--- src/hw/rtl/cls_pkg.sv ---
// Shared types and constants of the compacting list store.
`default_nettype none
package cls_pkg;

  localparam int DEPTH      = 64;
  localparam int VALUE_BITS = 32;
  localparam int POS_W      = 6;
  localparam int READ_W     = 32;
  localparam int COUNT_W    = 7;
  localparam int CNT_W      = $clog2(DEPTH + 1);
  localparam int CMP_W      = (CNT_W > POS_W) ? CNT_W : POS_W;

  typedef enum logic [1:0] {
    MODE_APPEND = 2'd0,
    MODE_REMOVE = 2'd1,
    MODE_READ   = 2'd2,
    MODE_WRITE  = 2'd3
  } cls_mode_t;

  typedef struct packed {
    cls_mode_t          mode;
    logic [POS_W-1:0]   position;
    logic [READ_W-1:0]  value;
  } cls_req_t;

  typedef struct packed {
    logic [READ_W-1:0]  read_value;
    logic               ok;
    logic [COUNT_W-1:0] count;
  } cls_rsp_t;

  typedef struct packed {
    logic                  app;
    logic                  rm;
    logic                  wr;
    logic [CMP_W-1:0]      pos;
    logic [CMP_W-1:0]      cnt;
    logic [VALUE_BITS-1:0] value;
  } cls_cell_ctl_t;

endpackage
`default_nettype wire

--- src/hw/rtl/cls_cell.sv ---
// One storage cell of the list: holds one entry and takes its right neighbor's entry on removal.
`default_nettype none
module cls_cell
  import cls_pkg::*;
(
  input  wire logic                  clk,
  input  wire logic [CMP_W-1:0]      cell_idx,
  input  wire cls_cell_ctl_t         ctl,
  input  wire logic [VALUE_BITS-1:0] nbr_data,
  output logic      [VALUE_BITS-1:0] data,
  output logic      [VALUE_BITS-1:0] rd_data
);

  logic [VALUE_BITS-1:0] data_r;
  logic [VALUE_BITS-1:0] data_nxt;
  logic                  hit;

  assign hit = (ctl.pos == cell_idx);

  always_comb begin
    data_nxt = data_r;
    if (ctl.wr && hit) begin
      data_nxt = ctl.value;
    end else if (ctl.app && (ctl.cnt == cell_idx)) begin
      data_nxt = ctl.value;
    end else if (ctl.rm && (cell_idx >= ctl.pos) && ((cell_idx + 1'b1) < ctl.cnt)) begin
      data_nxt = nbr_data;
    end
  end

  always_ff @(posedge clk) begin
    data_r <= data_nxt;
  end

  assign data    = data_r;
  assign rd_data = hit ? data_r : '0;

endmodule
`default_nettype wire

--- src/hw/rtl/compacting_list_store.sv ---
// Top level of the compacting list store: request decode, cell row and response register.
//
// A bounded ordered list of up to DEPTH values. Each request on the in_ channel
// carries a mode (append, remove at index, read at index, write at index), a
// position and a value. Each request yields exactly one response on the out_
// channel with the value read, an ok flag and the entry count afterwards.
// A request is taken when in_valid is high and in_stall is low; a response is
// taken when out_valid is high and out_stall is low.
// Each request is handled in full as it is taken: the row of cells shifts all later
// entries down at once on removal, and reads come from an OR bus over the cells.
// The response is registered and appears in the cycle after the request is taken,
// and a new request is taken every cycle while the response register drains.
// When the receiver stalls, the response is held and in_stall rises until it
// is taken. Reset empties the list (count zero) and drops any pending response;
// stored entries are not cleared and are read only after being written.
`default_nettype none
module compacting_list_store
  import cls_pkg::*;
(
  input  wire logic     clk,
  input  wire logic     rst_n,
  input  wire logic     in_valid,
  output logic          in_stall,
  input  wire cls_req_t in_data,
  output logic          out_valid,
  input  wire logic     out_stall,
  output cls_rsp_t      out_data
);

  logic [CNT_W-1:0]      count_r;
  logic [CNT_W-1:0]      count_nxt;
  logic                  out_valid_r;
  logic                  out_valid_nxt;
  cls_rsp_t              out_data_r;
  cls_rsp_t              out_data_nxt;
  logic                  in_acc;
  logic                  in_range;
  logic                  full;
  logic [CMP_W-1:0]      pos_ext;
  logic [CMP_W-1:0]      cnt_ext;
  logic                  ok;
  logic [VALUE_BITS-1:0] rd_or;
  cls_cell_ctl_t         ctl;

  logic [VALUE_BITS-1:0] cell_data [DEPTH];
  logic [VALUE_BITS-1:0] cell_rd   [DEPTH];
  logic [VALUE_BITS-1:0] cell_nbr  [DEPTH];

  assign in_stall = out_valid_r && out_stall;
  assign in_acc   = in_valid && !in_stall;
  assign pos_ext  = CMP_W'(in_data.position);
  assign cnt_ext  = CMP_W'(count_r);
  assign in_range = pos_ext < cnt_ext;
  assign full     = (count_r == CNT_W'(DEPTH));

  always_comb begin
    ok      = 1'b0;
    ctl.app = 1'b0;
    ctl.rm  = 1'b0;
    ctl.wr  = 1'b0;
    unique case (in_data.mode)
      MODE_APPEND: ok = !full;
      MODE_REMOVE: ok = in_range;
      MODE_READ:   ok = in_range;
      MODE_WRITE:  ok = in_range;
      default:     ok = 1'b0;
    endcase
    ctl.app   = in_acc && ok && (in_data.mode == MODE_APPEND);
    ctl.rm    = in_acc && ok && (in_data.mode == MODE_REMOVE);
    ctl.wr    = in_acc && ok && (in_data.mode == MODE_WRITE);
    ctl.pos   = pos_ext;
    ctl.cnt   = cnt_ext;
    ctl.value = VALUE_BITS'(in_data.value);
  end

  genvar gi;
  generate
    for (gi = 0; gi < DEPTH; gi++) begin : g_cell
      if (gi == DEPTH - 1) begin : g_last
        assign cell_nbr[gi] = '0;
      end else begin : g_mid
        assign cell_nbr[gi] = cell_data[gi+1];
      end
      cls_cell u_cell (
        .clk      (clk),
        .cell_idx (CMP_W'(gi)),
        .ctl      (ctl),
        .nbr_data (cell_nbr[gi]),
        .data     (cell_data[gi]),
        .rd_data  (cell_rd[gi])
      );
    end
  endgenerate

  always_comb begin
    rd_or = '0;
    for (int i = 0; i < DEPTH; i++) begin
      rd_or = rd_or | cell_rd[i];
    end
  end

  always_comb begin
    count_nxt = count_r;
    if (ctl.app) begin
      count_nxt = count_r + 1'b1;
    end else if (ctl.rm) begin
      count_nxt = count_r - 1'b1;
    end
  end

  always_comb begin
    out_data_nxt            = out_data_r;
    out_valid_nxt           = out_valid_r && out_stall;
    if (in_acc) begin
      out_valid_nxt           = 1'b1;
      out_data_nxt.ok         = ok;
      out_data_nxt.count      = COUNT_W'(count_nxt);
      out_data_nxt.read_value = (ok && (in_data.mode == MODE_READ)) ? READ_W'(rd_or) : '0;
    end
  end

  always_ff @(posedge clk) begin
    if (!rst_n) begin
      count_r     <= '0;
      out_valid_r <= 1'b0;
    end else begin
      count_r     <= count_nxt;
      out_valid_r <= out_valid_nxt;
    end
  end

  always_ff @(posedge clk) begin
    out_data_r <= out_data_nxt;
  end

  assign out_valid = out_valid_r;
  assign out_data  = out_data_r;

  a_count_bound: assert property (@(posedge clk) disable iff (!rst_n)
    count_r <= CNT_W'(DEPTH))
    else $error("entry count exceeds capacity");

  a_count_only_on_request: assert property (@(posedge clk) disable iff (!rst_n)
    !in_acc |=> $stable(count_r))
    else $error("entry count changed without a request");

  a_response_follows: assert property (@(posedge clk) disable iff (!rst_n)
    in_acc |=> out_valid_r)
    else $error("request taken without a response");

  a_fail_reads_zero: assert property (@(posedge clk) disable iff (!rst_n)
    (out_valid_r && !out_data_r.ok) |-> (out_data_r.read_value == '0))
    else $error("failed request returned nonzero data");

endmodule
`default_nettype wire
--- config.mk ---
export PLATFORM = sky130hd
export DESIGN_NAME = compacting_list_store
export DESIGN_NICKNAME = d
export VERILOG_FILES = /design/src/hw/rtl/cls_pkg.sv /design/src/hw/rtl/cls_cell.sv /design/src/hw/rtl/compacting_list_store.sv
export SDC_FILE = /design/constraint.sdc
export NUM_CORES = 2
export LEC_CHECK = 0
export ABC_AREA = 0
export ABC_CLOCK_PERIOD_IN_PS = 17710
export BUFFER_PORTS_ARGS = -buffer_cell sky130_fd_sc_hd__buf_4
export CORE_MARGIN = 1
export CORE_UTILIZATION = 57
export CTS_BUF_LIST = sky130_fd_sc_hd__clkbuf_4 sky130_fd_sc_hd__clkbuf_8
export CTS_CLUSTER_DIAMETER = 50
export DETAILED_ROUTE_END_ITERATION = 8
export GPL_ROUTABILITY_DRIVEN = 1
export HOLD_SLACK_MARGIN = 0.1
export PLACE_DENSITY = 0.82
export SKIP_CTS_REPAIR_TIMING = 1
export SYNTH_ARGS = -nofsm -noshare
export SYNTH_HDL_FRONTEND = slang
export SYNTH_HIERARCHICAL = 1
export SYNTH_SLANG_ARGS = --single-unit
--- constraint.sdc ---
create_clock -name clk -period 17.71 [get_ports clk]
set_clock_uncertainty 0.1 [all_clocks]
set_input_delay 3.542 -clock clk [delete_from_list [all_inputs] [get_ports clk]]
set_output_delay 3.542 -clock clk [all_outputs]
set_load 0.1 [all_outputs]
Word-level counts from Yosys, hierarchy flattened:

Index checks and enable logic that the tools add are counted.

* bits in registers: 2096
* input bits: 44
* output and inout bits: 42
* word-level logic and storage cells: 986

* add/subtract/negate cells: 2
* magnitude comparators: 129
* equality and inequality tests: 130
* muxes and demuxes: 260
* bitwise logic cells: 63
* reductions and logical operators: 333

Operators with widths (count)
* $mux 32: 256
* $or 32x32->32: 63
* $logic_and 1x1->1: 263
* $eq 7x6->1 const B: 32
* $lt 6x7->1 const A: 32
* $eq 6x6->1 const B: 32
* $ge 6x6->1 const A: 32
* $reduce_bool 3->1: 64
* $eq 7x5->1 const B: 16
* $lt 5x7->1 const A: 16
* $eq 6x5->1 const B: 16
* $ge 5x6->1 const A: 16
* $eq 7x4->1 const B: 8
* $lt 4x7->1 const A: 8
* $eq 6x4->1 const B: 8
* $ge 4x6->1 const A: 8
* $eq 7x3->1 const B: 4
* $lt 3x7->1 const A: 4
* $eq 6x3->1 const B: 4
* $ge 3x6->1 const A: 4
* $eq 7x2->1 const B: 2
* $logic_not 7->1: 2
* $lt 2x7->1 const A: 2
* $mux 7: 2
* other kinds (18): 23

Logic depth before layout (Yosys ltp):

* depth after elaboration: 65
* depth in mapped cells: 10
* depth with buffers taken out: 9

By module:

Netlist, hierarchy kept.

Modules (own cells, without submodules)
* cls_cell (g_cell[0].u_cell ...): times used 29, cells an instance 171, area each 2195.9 µm², sequential area each 960.9 µm²
* cls_cell (g_cell[46].u_cell ...): times used 24, cells an instance 171, area each 2204.6 µm², sequential area each 960.9 µm²
* cls_cell (g_cell[29].u_cell ...): times used 11, cells an instance 170, area each 2194.6 µm², sequential area each 960.9 µm²
* compacting_list_store: times used 1, cells an instance 855, area each 6374.9 µm², sequential area each 1361.3 µm²

Worst setup path before layout:

Ideal clock, no wire load.

* path type: register -> register
* from: reg count_r[4] (netlist: cnt_ext[4])
* to: reg g_cell[10].u_cell.data_r[0] (enable)
* setup time: 470 ps
* arrival time: 11819 ps
* required time: 17140 ps
* setup slack: 5321 ps
* cell stages (with the launch flop): 11
* path buffers: 2
* clock period less this slack: 12389 ps
* cell sequence: dfxtp_1 -> inv_1 -> ha_1 -> a21oi_1 -> nor3_1 -> a31o_1 -> buf_6 -> nor2_1 -> a22oi_2 -> buf_6 -> o31ai_1

RTL lines
* start: declaration: RTL line compacting_list_store.sv:30 `logic [CNT_W-1:0] count_r;`
* start signal: assignment: RTL line compacting_list_store.sv:127 `count_r <= count_nxt;`
* end signal: assignment: RTL line cls_cell.sv:32 `data_r <= data_nxt;`
* end: declaration: RTL line cls_cell.sv:14 `logic [VALUE_BITS-1:0] data_r;`

==> out/results.ini <==
[worst_setup_path]
cp_data_required_time_ns=18.27
startpoint_type=primary input
rrSetupSlack_ns=12.08
critPathKind=in -> reg
path_max_fanout=38
arrival_ns=8.59
worstSetupEndpointType=register

[timing]
fin_ws_ns=9.685
min_period_over_period=0.4531
setup_viol=0
fmax_mhz=124.6
setup_tns_ns=0
finalMaxSlewViolations=12
finalCriticalPeriod_ns=8.025
hold_viol=0
rsz0062_at_grt=false
worst_pin_slew_ns=1.668
slew_headroom=-0.1220

[layout]
multiInputGateArea_um2=87400
ff_latch_area_um2=62890
syn2layout_area_growth_pct=13.51
fin_cells=17921
nFillCells=18317
drive_gt1_frac=0.2233
final_common_cell=conb_1
final_cell_mix=2184 x conb_1, 2088 x edfxtp_1, 2049 x and2_1
finalNetCount=15286

[detailed_routing]
initialDrtViolationCount=12996
vias_per_cell=5.790
vias=103766
dr.pass1.iters=6
drtAntennaViolNets=0
wire_per_inst_um=24.46
drc=0
wl_um=438400

[die]
die_x_um=510.0
num_rows=186
dieArea_um2=260100
die_h_um=510.0
design.core.area_um2=256700
start_util=0.5731
pin_count=86

[clock_network]
numClockSinks=2096
cts_htree_levels=5
tritoncts=built
numCtsBuffers=359
path_clk_slew_ns=0.07
clkLatencyLatePin_ns=1.13
root_buffer=clkbuf_8
cts_buffer_depth=4

[global_routing]
grt_pass1_vias=101663
grt-ovfl-total=0
grt_usage=0.3322
antenna_found_initial=16
grt_max_degree=95
grt_pass1_wl_um=644500

[job]
cap_violations=6

[synthesis]
synth_warnings=6
avgSynthCellArea_um2=12.48
async_flop_share=0
ys_seq_area_frac=0.4273
netlist_area_um2=147100
netlist_instances=11788
synth.distinct_cells=53
synthFlopType=edfxtp_1
ys_ff_latch=2096
synth_edf_count=2088

[place]
dpl.cell_count=17296
pre_cts_ws_ns=8.695
portBuffers=85
gp_congestion=0.9466
hpwl_um=296300

[pwr]
powerDensity_nw_per_um2=67.83
vdd_drop_max_mv=0.08713
total_leakage_power_nw=74.65

[status]
violations=capacitance limit, slew limit
status=finished with violations

[hold_path]
min_path_type=reg -> reg

synth_stat cells, drive strengths merged, types with 94 or more instances:
| cell | instances | share of area |
|---|---|---|
| nand2 | 181 | 0.0046 |
| ha | 967 | 0.082 |
| and2 | 2049 | 0.087 |
| nand3 | 295 | 0.010 |
| nor4 | 585 | 0.027 |
| clkbuf | 198 | 0.0051 |
| buf | 193 | 0.015 |
| xnor2 | 220 | 0.013 |
| nand4 | 251 | 0.011 |
| o21ai | 94 | 0.0033 |
| inv | 865 | 0.022 |
| and3 | 105 | 0.0047 |
| nor2 | 213 | 0.0054 |
| mux2 | 2048 | 0.20 |
| a21oi | 235 | 0.0080 |
| xor2 | 489 | 0.029 |
| edfxtp | 2088 | 0.43 |
power breakdown:
part	leakage, nW	internal, mW	switching (mW)
clock network	3.50	2.23	2.07
logic	52.3	0.537	0.976
registers	18.9	5.45	0.0554
registers in the layout, indices dropped and copies added (netlist names):
| register | cells |
|---|---|
| cnt_ext | 7 |
| out_valid | 1 |
| g_cell.u_cell/data | 2048 |
| out_data | 40 |
critical path, cell delays in order:
cell	delay [ns]
buf_4	0.46
buf_4	0.60
ha_1	0.36
a21oi_1	0.28
nor3_1	0.08
a31o_1	0.39
or3_1	0.47
clkinv_2	0.46
buf_4	0.67
nand4b_1	0.24
o31ai_4	0.27
buf_4	0.67
stage by stage:
step / util / cell area (µm²) / power [mW] / hold slack, ns
floorplan: - / 155300 / 6.570 / 0.4409
global placement: 0.6244 / 160300 / 6.990 / 0.4450
detailed placement: 0.6244 / 160300 / 7.032 / 0.4508
CTS: 0.6503 / 166900 / 11.23 / 0.3880
global route: 0.6504 / 167000 / 11.65 / 0.4201
finish: 0.6505 / 167000 / 11.33 / 0.3816
cells by family after synthesis:
logic type / Yosys count / synth area share
buffers and inverters: 1256 / 0.04190
AND/OR/NAND/NOR: 3993 / 0.1652
AO/OA/AOI/OAI: 712 / 0.03661
adder cells (fa/ha/maj): 967 / 0.08225
flip-flops: 2096 / 0.4273
XOR/XNOR: 709 / 0.04221
other: 2 / 0.00005105
multiplexers: 2053 / 0.2045
routing by layer:
metal	up-vias	GRT usage	share of wire
met4	6	0.1485	0.050
met1	50204	0.4249	0.38
met3	1303	0.09370	0.13
li1	45864	-	-
met2	6389	0.5235	0.45
met5	-	0	0.00010
area by class of cell:
type / instances / area share
Multi-Input combinational cell: 10618 / 0.5234
Sequential cell: 2096 / 0.3766
Clock buffer: 467 / 0.03459
Tap cell: 3384 / 0.02536
Inverter: 865 / 0.01945
Timing Repair Buffer: 335 / 0.01526
Clock inverter: 144 / 0.005170
Antenna cell: 12 / 0.0001798
path summary, 6_finish.rpt:
check	startpoint	to	depth (start not counted)
max	in_data[37]	g_cell[25].u_cell/data[29]	12
min	g_cell[37].u_cell/data[14]	g_cell[36].u_cell/data[14]	1
min reg2reg	g_cell[37].u_cell/data[14]	g_cell[36].u_cell/data[14]	1
max reg2reg	cnt_ext[1]	g_cell[25].u_cell/data[29]	10
Note: power is estimated with default switching activity, not from simulation.
